==> config.mk <==
export PLATFORM = sky130hd
export DESIGN_NAME = mpool_ctrl
export DESIGN_NICKNAME = d
export VERILOG_FILES = /design/src/hw/rtl/mpool_pkg.sv /design/src/hw/rtl/mpool_ctrl.sv
export SDC_FILE = /design/constraint.sdc
export NUM_CORES = 1
export LEC_CHECK = 0
export BUFFER_PORTS_ARGS = -buffer_cell sky130_fd_sc_hd__clkbuf_2
export CORE_AREA = 2 2 39 41
export DETAILED_ROUTE_END_ITERATION = 12
export DIE_AREA = 0 0 41 43
export SYNTH_ARGS = -nofsm -noshare
export SYNTH_HDL_FRONTEND = slang
export SYNTH_SLANG_ARGS = --single-unit
==> constraint.sdc <==
create_clock -name clk -period 1.5 [get_ports clk]
set_clock_uncertainty 0.1 [all_clocks]
set_input_delay 0.075 -clock clk [delete_from_list [all_inputs] [get_ports clk]]
set_output_delay 0.075 -clock clk [all_outputs]
set_load 0.01 [all_outputs]
==> src/hw/rtl/mpool_pkg.sv <==
// Shared types, constants and register codes for the multichannel 1-D max pooling block.
`default_nettype none

package mpool_pkg;

  // Sizing defaults for the top level parameters.
  localparam int MAX_WINDOW_DEF   = 16;
  localparam int MAX_CHANNELS_DEF = 256;

  // Fixed field widths.
  localparam int SAMPLE_BITS = 16;
  localparam int ROW_W       = 16;
  localparam int CHAN_OUT_W  = 8;
  localparam int PAD_W       = 4;
  localparam int STEP_W      = 5;
  localparam int WSIZE_W     = 5;
  localparam int NCH_CFG_W   = 9;
  localparam int E_W         = PAD_W + 2;
  localparam int MAX_RESULTS = 16;
  localparam int N_W         = $clog2(MAX_RESULTS + 1);

  // Configuration port.
  localparam int CFG_W     = 9;
  localparam int CFG_IDX_W = 2;

  localparam logic [CFG_IDX_W-1:0] REG_WINDOW_SIZE   = 2'd0;
  localparam logic [CFG_IDX_W-1:0] REG_STEP_ROWS     = 2'd1;
  localparam logic [CFG_IDX_W-1:0] REG_PAD_ROWS      = 2'd2;
  localparam logic [CFG_IDX_W-1:0] REG_CHANNEL_COUNT = 2'd3;

  typedef struct packed {
    logic signed [SAMPLE_BITS-1:0] sample;
    logic                          row_end;
    logic                          sequence_end;
  } in_item_t;

  typedef struct packed {
    logic signed [SAMPLE_BITS-1:0] pooled;
    logic [ROW_W-1:0]              out_row_index;
    logic [CHAN_OUT_W-1:0]         out_channel_index;
    logic                          run_last;
  } out_item_t;

  typedef enum logic [2:0] {
    ST_IDLE,
    ST_STEP,
    ST_SCAN,
    ST_DRAIN,
    ST_EMIT
  } ctl_state_t;

  // Controller to datapath.
  typedef struct packed {
    logic accept;     // take the request, write history
    logic win_start;  // open a window maximum
    logic scan;       // read one window row
    logic emit_load;  // load the result register
    logic e_done;     // close one window position
    logic fired;      // that position ended a window
    logic finish;     // close the request, update row state
  } ctl_cmd_t;

  // Datapath to controller.
  typedef struct packed {
    logic w_zero;
    logic cap;
    logic e_last;
    logic scan_last;
    logic out_free;
  } ctl_sts_t;

endpackage

`default_nettype wire

==> src/hw/rtl/mpool_ctrl.sv <==
// Sequencer state machine for the max pooling block.
`default_nettype none

module mpool_ctrl (
  input  wire logic                clk,
  input  wire logic                rst_n,
  input  wire logic                in_valid,
  output      logic                in_stall,
  input  wire mpool_pkg::ctl_sts_t sts,
  output      mpool_pkg::ctl_cmd_t cmd
);

  mpool_pkg::ctl_state_t state_r;
  mpool_pkg::ctl_state_t state_nxt;

  always_ff @(posedge clk) begin
    if (!rst_n) begin
      state_r <= mpool_pkg::ST_IDLE;
    end else begin
      state_r <= state_nxt;
    end
  end

  always_comb begin
    state_nxt = state_r;
    case (state_r)
      mpool_pkg::ST_IDLE: begin
        if (in_valid) begin
          state_nxt = mpool_pkg::ST_STEP;
        end
      end
      mpool_pkg::ST_STEP: begin
        if (sts.w_zero && !sts.cap) begin
          state_nxt = mpool_pkg::ST_SCAN;
        end else if (sts.e_last) begin
          state_nxt = mpool_pkg::ST_IDLE;
        end
      end
      mpool_pkg::ST_SCAN: begin
        if (sts.scan_last) begin
          state_nxt = mpool_pkg::ST_DRAIN;
        end
      end
      mpool_pkg::ST_DRAIN: begin
        state_nxt = mpool_pkg::ST_EMIT;
      end
      mpool_pkg::ST_EMIT: begin
        if (sts.out_free) begin
          state_nxt = sts.e_last ? mpool_pkg::ST_IDLE : mpool_pkg::ST_STEP;
        end
      end
      default: begin
        state_nxt = mpool_pkg::ST_IDLE;
      end
    endcase
  end

  always_comb begin
    cmd      = '0;
    in_stall = 1'b1;
    case (state_r)
      mpool_pkg::ST_IDLE: begin
        // hold requests off while reset is applied
        in_stall   = !rst_n;
        cmd.accept = in_valid && rst_n;
      end
      mpool_pkg::ST_STEP: begin
        if (sts.w_zero && !sts.cap) begin
          cmd.win_start = 1'b1;
        end else begin
          // no window here, or result budget used up: still advance the phase
          cmd.e_done = 1'b1;
          cmd.fired  = sts.w_zero;
          cmd.finish = sts.e_last;
        end
      end
      mpool_pkg::ST_SCAN: begin
        cmd.scan = 1'b1;
      end
      mpool_pkg::ST_DRAIN: begin
        cmd = '0;
      end
      mpool_pkg::ST_EMIT: begin
        if (sts.out_free) begin
          cmd.emit_load = 1'b1;
          cmd.e_done    = 1'b1;
          cmd.fired     = 1'b1;
          cmd.finish    = sts.e_last;
        end
      end
      default: begin
        cmd = '0;
      end
    endcase
  end

endmodule

`default_nettype wire

==> impl_metrics.yaml, run 1 <==
clock_tree:
  clockRootBuffer: "sky130_fd_sc_hd__clkbuf_4"
  clk_path_buf_depth: 2
  ctsResizeCount: 1
  post-cts-setup-buffers: 0
  clock_sink_count: 3
  cts_hold_buffers: 0
  tritoncts: "yes"
  htreeDepth: 1
  post_cts_clock_slew_at_the_launch_and_capture_registers_of_the_worst_setup_and_hold_paths_ns: 0.03
  clkLatencyLatePin_ns: 0.23
  inserted_clock_buffers: 3
place:
  detailed_place.area_um2: 370
  port-buffer-count: 15
  place.gp.congestion: 0.679
  dp_worst_setup_slack_ns: 0.129
floorplanning:
  num_io_pins: 16
  die_height_um: 43
  cell_rows: 14
  fp.dieW_um: 41
  core_area_mm2: 0.00138
  initial_utilization_pct: 21.2
  area_enclosed_by_the_die_boundary_mm2: 0.00176
timing:
  setup_ws_ns: 0.0885
  grt_setup_unrepaired: "false"
  hold_viol: 0
  final.min_clock_period_ns: 1.41
  slew_headroom_pct: 72.9
  slew_viol_final: 0
  post-route-period-util_pct: 94.1
  worst_slew_pin_slew_ns: 0.406
  max_clock_freq_mhz: 708
  timing.final.setup_violations: 0
  timing.hold.ws_ns: 0.0129
  setup_tns_ns: 0
power:
  p_comb_share_pct: 24.5
  p_int_mw: 0.222
  static-leakage-power_nw: 0.183
  peakVddDrop_mv: 0.525
  power_switching_share_pct: 26.6
  seq_power_share_pct: 29.4
  power.total_mw: 0.303
  p_clk_share_pct: 46.1
  switchingPower_mw: 0.0807
  power-per-cell-area_mw_per_mm2: 756
grt:
  grt_overflow: 0
  grt_first_pass_wirelength_um: 1060
  grt_pass1_vias: 258
  grt.total_usage_pct: 9.13
  grt_antenna_before_repair: 0
  grt_max_degree: 12
critical_path:
  cp_cell_sequence: "nor3b_2 -> clkbuf_2"
  critical_path.startpoint: "state_r[1]$_SDFFE_PN0P_"
  r2r_start: "state_r[2]$_SDFFE_PN0P_"
  setup.worst_path.class: "flop to output pin"
  arrival_ns: 1.24
  crit_path_max_fanout: 11
  timing.critical_path.to_type: "output pin"
  crit_required_ns: 1.32
  wp_depth: 2
  regToRegSetupSlack_ns: 0.34
  timing.critical_path.from_type: "flop"
  critical-path-top-delay-family: "flip-flops"
  cpPeakStageDelay_ns: 0.56
  reg2regPathDepth: 3
  timing.critical_path.slowest_stage_cell: "sky130_fd_sc_hd__dfxtp_1"
  critical_path.n_buffers_inverters: 1
yosys:
  yosys_warning_count: 0
  synthCells: 32
  synth_seq_area_share_pct: 20.4
  yosys_register_bits: 3
  synth_cell_types: 23
  netlist_area_um2: 294
  synth_top_area_share_pct: 20.4
  syn_area_per_cell_um2: 9.19
  cell_taking_the_most_area_after_synthesis: "sky130_fd_sc_hd__dfxtp_1"
  synth_area_leaders: "sky130_fd_sc_hd__dfxtp_1 20%, sky130_fd_sc_hd__nor4b_4 8.1%, sky130_fd_sc_hd__a21oi_1 5.1%"
  synth_fp_nets: 40
drt:
  vias_per_cell: 4.51
  detail_route.first_pass.iterations: 2
  drc_errors: 0
  detailroute.via_count: 293
  initialDrtViolationCount: 6
  routed_wirelength_um: 649
  wire_length_per_cell_um: 9.98
  drtAntennaViolNets: 0
finish:
  nNetsFinal: 58
  mostFrequentLayoutCell: "sky130_fd_sc_hd__clkbuf_2"
  antenna_cells: 0
  flip_flop_count_of_the_largest_register_after_layout: 3
  area.growth.synth_to_final_pct: 36.2
  final_cell_mix: "14 x sky130_fd_sc_hd__clkbuf_2, 3 x sky130_fd_sc_hd__a21oi_1, 3 x sky130_fd_sc_hd__clkbuf_4"
  layout_top_registers: "state_r: 3 flops"
  drive_gt1_share_pct: 51.0
  final_cell_area_um2: 400
  registers.top_by_ff_count: "state_r"
hold_path:
  hold_depth: 2
  holdCritPathClass: "input pin to flop"
  timing.hold.worst.start: "rst_n"
run_status:
  status: "completed"
job:
  maxCapViolations: 0
==> metrics by stage <==
stage / cells / util, %
2_1_floorplan: 32 / -
3_3_place_gp: 61 / 26.8
3_5_place_dp: 61 / 26.8
4_1_cts: 65 / 28.8
5_1_grt: 65 / 28.9
6_report: 65 / 28.9
==> logic make-up after synthesis <==
logic type / Yosys count / share of synthesized area, %
mux: 1 / 5.10
compound gates: 8 / 17.4
simple gates: 15 / 45.5
flops: 3 / 20.4
buf+inv: 5 / 11.5
==> cells in the mapped netlist, drive strengths merged <==
| master | n |
|---|---|
| a21oi | 3 |
| buf | 3 |
| dfxtp | 3 |
| a211oi | 2 |
| inv | 2 |
| nand3b | 2 |
| nor2 | 2 |
| nor2b | 2 |
| nor3b | 2 |
| nor4b | 2 |
| a21boi | 1 |
| mux2 | 1 |
| nand2 | 1 |
| nand2b | 1 |
| nand3 | 1 |
| nand4 | 1 |
| nor4bb | 1 |
| o21a | 1 |
| o22ai | 1 |
==> final cells by class <==
class | count | area [um^2]
clock buffer | 4 | 26.3
fill | 161 | 983
inverter | 2 | 7.51
multi-input combinational | 24 | 200
sequential | 3 | 63.8
tap | 16 | 20.0
timing repair buffer | 16 | 82.6
==> power groups by stage <==
stage	logic (mW)	registers [mW]	clock network, mW
3_5_place_dp	0.0749	0.0914	0
4_1_cts	0.0754	0.0905	0.148
3_3_place_gp	0.0744	0.0920	0
5_1_grt	0.0822	0.0893	0.159
6_report	0.0743	0.0889	0.140
2_1_floorplan	0.0537	0.0861	0
==> worst paths after layout <==
kind,endpoint
worst max-delay path,cmd[4]
worst min register to register,state_r[2]$_SDFFE_PN0P_
worst max register to register,state_r[0]$_SDFFE_PN0P_
worst min-delay path,state_r[1]$_SDFFE_PN0P_
==> routing by layer <==
metal | track usage (%) | vias to the layer above | wire [um]
li1 | - | 154 | -
met1 | 11.9 | 128 | 326
met2 | 11.3 | 11 | 275
met3 | 6.28 | 0 | 48
met4 | 4.00 | 0 | 0
met5 | 0 | - | 0
==> worst reg2reg max path, cell delays in order, from the launching register on <==
cell and delay, ns:
sky130_fd_sc_hd__dfxtp_4 0.42, sky130_fd_sc_hd__mux2_4 0.31, sky130_fd_sc_hd__o22ai_1 0.15, sky130_fd_sc_hd__a21boi_1 0.07
Note: power is estimated with default switching activity, not from simulation.
==> run 2: changes to the inputs <==
--- a/config.mk
+++ b/config.mk
@@ -9,6 +9,7 @@
 export CORE_AREA = 2 2 39 41
 export DETAILED_ROUTE_END_ITERATION = 12
 export DIE_AREA = 0 0 41 43
+export RECOVER_POWER = 100
 export SYNTH_ARGS = -nofsm -noshare
 export SYNTH_HDL_FRONTEND = slang
 export SYNTH_SLANG_ARGS = --single-unit
==> run 2 against run 1 <==
  * Critical path depth grew 2
  * Setup slack improved by 0.029 ns
  * Critical endpoint is now cmd[0]
  * Design area decreased by 3.4%
  * Wire length up 2.3%
  * Clock-buffer cell count unchanged
  * Final cell count did not move
  * Clock power hardly changed
  * First-iteration DRC count up 17%
==> impl_metrics.yaml, run 2 (synthesized netlist as in run 1, its figures left out) <==
critical_path:
  timing.critical_path.from_type: "flop"
  cp_cell_sequence: "nor2b_4 -> nand2_1 -> a211oi_1 -> buf_2"
  setup.worst_path.class: "flop to output pin"
  crit_path_max_fanout: 4
  cpPeakStageDelay_ns: 0.36
  timing.critical_path.to_type: "output pin"
  r2r_start: "state_r[2]$_SDFFE_PN0P_"
  critical-path-top-delay-family: "flip-flops"
  timing.critical_path.slowest_stage_cell: "sky130_fd_sc_hd__dfxtp_1"
  arrival_ns: 1.21
  crit-reg2reg-capture: "state_r[0]$_SDFFE_PN0P_"
  wp_depth: 4
  reg2regPathDepth: 3
  crit_required_ns: 1.32
  critical_path.n_buffers_inverters: 1
  regToRegSetupSlack_ns: 0.34
power:
  switchingPower_mw: 0.0802
  p_int_mw: 0.219
  power_switching_share_pct: 26.8
  peakVddDrop_mv: 0.522
  power-per-cell-area_mw_per_mm2: 775
  p_comb_share_pct: 23.6
  static-leakage-power_nw: 0.168
  p_clk_share_pct: 46.9
  seq_power_share_pct: 29.5
finish:
  mostFrequentLayoutCell: "sky130_fd_sc_hd__clkbuf_2"
  drive_gt1_share_pct: 42.9
  area.growth.synth_to_final_pct: 31.5
  final_cell_mix: "10 x sky130_fd_sc_hd__clkbuf_2, 5 x sky130_fd_sc_hd__clkbuf_1, 3 x sky130_fd_sc_hd__a21oi_1, 3 x sky130_fd_sc_hd__clkbuf_4"
  nNetsFinal: 58
  layout_top_registers: "state_r: 3 flops"
  n_fill_cell: 162
  area.sequential_um2: 63.8
  registers.top_by_ff_count: "state_r"
  final_cell_area_um2: 387
  antenna_cells: 0
  multiInputGateArea_um2: 191
  flip_flop_count_of_the_largest_register_after_layout: 3
drt:
  initialDrtViolationCount: 7
  wl_met3_um: 44
  drtAntennaViolNets: 0
  routed_wirelength_um: 664
  topRoutingLayerUsed: "met3"
  met2WireLength_um: 276
  wire_length_per_cell_um: 10.2
  drc_errors: 0
  detail_route.first_pass.iterations: 3
  detail_route.wirelength.met1_um: 342
  detailroute.via_count: 292
  vias_per_cell: 4.49
clock_tree:
  htreeDepth: 1
  post_cts_clock_slew_at_the_launch_and_capture_registers_of_the_worst_setup_and_hold_paths_ns: 0.04
  tritoncts: "yes"
  post-cts-setup-buffers: 0
  clock_sink_count: 3
  clkLatencyLatePin_ns: 0.23
  inserted_clock_buffers: 3
  clockRootBuffer: "sky130_fd_sc_hd__clkbuf_4"
  clk_path_buf_depth: 2
timing:
  slew_viol_final: 0
  final.min_clock_period_ns: 1.38
  timing.final.setup_violations: 0
  worst_slew_pin_slew_ns: 0.362
  grt_setup_unrepaired: "false"
  post-route-period-util_pct: 92.2
  hold_viol: 0
  setup_tns_ns: 0
  max_clock_freq_mhz: 723
  slew_headroom_pct: 75.8
floorplanning:
  die_height_um: 43
  cell_rows: 14
  core_area_mm2: 0.00138
  num_io_pins: 16
  initial_utilization_pct: 21.2
  area_enclosed_by_the_die_boundary_mm2: 0.00176
  fp.dieW_um: 41
place:
  detailed_place.area_um2: 370
  port-buffer-count: 15
  place.gp.congestion: 0.679
grt:
  grt_overflow: 0
  grt_first_pass_wirelength_um: 1060
  grt_antenna_before_repair: 0
  grt.total_usage_pct: 9.13
  grt_pass1_vias: 258
  grt_max_degree: 12
hold_path:
  holdCritPathClass: "input pin to flop"
  min_to: "state_r[1]$_SDFFE_PN0P_"
  timing.hold.worst.start: "rst_n"
  hold_depth: 2
run_status:
  status: "completed"
job:
  maxCapViolations: 0
==> run 2: cell counts in the layout (fill, tap and decap cells not counted) <==
Identical to the previous run, type by type.
==> run 2: routing by layer <==
metal | global-route usage, % | up-vias
li1 | - | 154
met1 | 11.9 | 127
met2 | 11.3 | 11
met3 | 6.28 | 0
met4 | 4.00 | 0
met5 | 0 | -
==> run 2: worst reg2reg max path: cells and delay by family, from the launching register on <==
| family | cells | cell delay, ns |
|---|---|---|
| flops | 1 | 0.41 |
| mux | 1 | 0.31 |
| compound gates | 2 | 0.22 |
==> run 2: worst max path at each step <==
stage,from,endpoint,slack [ns]
2_1_floorplan,state_r[0]$_SDFFE_PN0P_,cmd[0],0.31
3_3_place_gp,state_r[2]$_SDFFE_PN0P_,state_r[0]$_SDFFE_PN0P_,0.17
3_5_place_dp,state_r[2]$_SDFFE_PN0P_,state_r[0]$_SDFFE_PN0P_,0.13
4_1_cts,state_r[2]$_SDFFE_PN0P_,cmd[0],0.06
5_1_grt,state_r[0]$_SDFFE_PN0P_,cmd[0],0.01
6_report,state_r[0]$_SDFFE_PN0P_,cmd[0],0.12
==> run 2: timing repair <==
action | CTS | global route
gates resized for setup | 1 | 2
endpoints found under the setup margin | 3 | 1
hold buffers | 0 | 0
==> run 2: cell type report <==
cell class	instances	share of cell area [%]
inverter	2	1.94
clock buffer	4	6.80
timing repair buffer	16	20.1
tap	16	5.18
sequential	3	16.5
multi-input combinational	24	49.5
==> run 2: stage by stage <==
step | setup WS [ns] | cells | util (%) | hold slack (ns) | power [mW]
CTS | 0.0637 | 65 | 28.8 | 0.0108 | 0.314
floorplan | 0.314 | 32 | - | 0.0928 | 0.140
detailed placement | 0.129 | 61 | 26.8 | 0.241 | 0.166
global placement | 0.168 | 61 | 26.8 | 0.231 | 0.166
finish | 0.117 | 65 | 27.9 | 0.0122 | 0.300
global route | 0.0138 | 65 | 27.9 | 0.0123 | 0.327
==> run 2: power groups by stage <==
stage | logic (mW) | clock network [mW] | registers [mW]
floorplan | 0.0537 | 0 | 0.0861
global placement | 0.0744 | 0 | 0.0920
detailed placement | 0.0749 | 0 | 0.0914
CTS | 0.0754 | 0.148 | 0.0905
global route | 0.0789 | 0.159 | 0.0889
finish | 0.0706 | 0.140 | 0.0885
==> run 3: changes to the inputs <==
--- a/config.mk
+++ b/config.mk
@@ -9,6 +9,7 @@
 export CORE_AREA = 2 2 39 41
 export DETAILED_ROUTE_END_ITERATION = 12
 export DIE_AREA = 0 0 41 43
+export PLACE_DENSITY = 0.47
 export RECOVER_POWER = 100
 export SYNTH_ARGS = -nofsm -noshare
 export SYNTH_HDL_FRONTEND = slang
==> run 3 against run 2 <==
  * The flow now finishes with violations (hold timing)
  * First-iteration DRC count up 29%
  * Largest power group unchanged
  * Clock-buffer cell count is the same
  * Hold slack worse by 0.016 ns
  * Core utilization rose by 1.2 points
  * Non-clock buffer count increased by 1
  * Critical path type unchanged
==> impl_metrics.yaml, run 3 (synthesized netlist as in run 1, its figures left out) <==
run_status:
  status: "finished, violations left"
  violations: "hold timing"
finish:
  finalNonFillerCells: 66
  registers.top_by_ff_count: "state_r"
  drive_gt1_share_pct: 46.0
  final_cell_area_um2: 403
  layout_top_registers: "state_r: 3 flops"
  nNetsFinal: 59
  mostFrequentLayoutCell: "sky130_fd_sc_hd__clkbuf_2"
  area.growth.synth_to_final_pct: 37.0
  flip_flop_count_of_the_largest_register_after_layout: 3
  final_cell_mix: "9 x sky130_fd_sc_hd__clkbuf_2, 6 x sky130_fd_sc_hd__clkbuf_1, 3 x sky130_fd_sc_hd__a21oi_1, 3 x sky130_fd_sc_hd__clkbuf_4, 3 x sky130_fd_sc_hd__dfxtp_2"
  final_core_utilization_pct: 29.1
  antenna_cells: 0
grt:
  grt_pass1_vias: 274
  grt.total_usage_pct: 10.2
  grt_max_degree: 12
  globalRouteMet3Util_pct: 3.14
  grt_overflow: 0
  met2_usage_pct: 13.8
  use_met1_pct: 11.6
  grt_first_pass_wirelength_um: 1170
  grt_busiest_layer: "met2"
  grt_antenna_before_repair: 0
drt:
  detail_route.first_pass.iterations: 5
  routed_wirelength_um: 687
  detailroute.via_count: 316
  wire_length_per_cell_um: 10.4
  drc_errors: 0
  vias_per_cell: 4.79
  initialDrtViolationCount: 9
  drtAntennaViolNets: 0
place:
  dp_worst_setup_slack_ns: 0.222
  detailedPlacementHpwl_um: 517
  numPlacedInstances: 62
  detailed_place.area_um2: 378
  port-buffer-count: 15
  place.gp.congestion: 0.699
timing:
  worst_slew_pin_slew_ns: 0.239
  timing.final.setup_violations: 0
  max_clock_freq_mhz: 709
  slew_headroom_pct: 83.9
  setup_ws_ns: 0.0897
  slew_viol_final: 0
  post-route-period-util_pct: 94.0
  final.min_clock_period_ns: 1.41
  timing.hold.ws_ns: -0.00432
  hold_viol: 1
  grt_setup_unrepaired: "false"
  setup_tns_ns: 0
power:
  peakVddDrop_mv: 0.273
  p_int_mw: 0.223
  switchingPower_mw: 0.0909
  p_comb_share_pct: 22.4
  static-leakage-power_nw: 0.170
  seq_power_share_pct: 29.9
  p_clk_share_pct: 47.7
  power_switching_share_pct: 29.0
  power.total_mw: 0.314
  power-per-cell-area_mw_per_mm2: 779
floorplanning:
  area_enclosed_by_the_die_boundary_mm2: 0.00176
  core_area_mm2: 0.00138
  fp.dieW_um: 41
  die_height_um: 43
  initial_utilization_pct: 21.2
  num_io_pins: 16
  cell_rows: 14
job:
  maxCapViolations: 0
critical_path:
  crit_required_ns: 1.32
  reg2regPathDepth: 3
  timing.critical_path.to_type: "output pin"
  arrival_ns: 1.24
  crit_path_max_fanout: 9
  timing.critical_path.from_type: "flop"
  setup.worst_path.class: "flop to output pin"
clock_tree:
  clockRootBuffer: "sky130_fd_sc_hd__clkbuf_4"
  htreeDepth: 1
  cts_hold_buffers: 0
  clock_sink_count: 3
  inserted_clock_buffers: 3
  clkLatencyLatePin_ns: 0.25
  tritoncts: "yes"
  clk_path_buf_depth: 2
  post_cts_clock_slew_at_the_launch_and_capture_registers_of_the_worst_setup_and_hold_paths_ns: 0.04
hold_path:
  holdCritPathClass: "input pin to flop"
  hold_depth: 2
==> run 3: changes by cell type in the layout (fill, tap and decap cells not counted), sizes merged <==
cell,delta
buf,+1
==> run 3: final cells by class <==
| class | count | area (um^2) |
|---|---|---|
| multi-input combinational | 24 | 201 |
| sequential | 3 | 63.8 |
| tap | 16 | 20.0 |
| clock buffer | 4 | 26.3 |
| timing repair buffer | 17 | 83.8 |
| inverter | 2 | 7.51 |
| fill | 155 | 981 |
==> run 3: power by group through the flow <==
stage          clock, mW  combinational, mW  sequential (mW)
2_1_floorplan          0             0.0537           0.0861
3_3_place_gp           0             0.0762           0.0922
3_5_place_dp           0             0.0750           0.0918
4_1_cts            0.151             0.0765           0.0908
5_1_grt            0.158             0.0791           0.0947
6_report           0.150             0.0705           0.0938
==> run 3: per-layer routing <==
layer	wire, um	vias to the layer above
met5	0	-
met4	21	0
met3	71	2
li1	-	151
met1	254	147
met2	341	16
==> run 3: final timing paths <==
kind,from,to,slack [ns]
max,state_r[0]$_SDFFE_PN0P_,cmd[0],0.09
min,rst_n,state_r[1]$_SDFFE_PN0P_,-0.004
max reg2reg,state_r[2]$_SDFFE_PN0P_,state_r[0]$_SDFFE_PN0P_,0.30
min reg2reg,state_r[0]$_SDFFE_PN0P_,state_r[0]$_SDFFE_PN0P_,0.43
==> run 3: worst max-delay path, cell delays in order, from the launching register on <==
cell	delay, ns
sky130_fd_sc_hd__dfxtp_2	0.39
sky130_fd_sc_hd__nor2b_4	0.18
sky130_fd_sc_hd__nand2_1	0.09
sky130_fd_sc_hd__a211oi_2	0.17
sky130_fd_sc_hd__buf_2	0.15
==> run 3: what timing repair did <==
item / CTS / global route
endpoints found under the setup margin: 1 / 4
pin swaps: 0 / 1
gates resized for setup: 1 / 4
setup buffers: 0 / 1
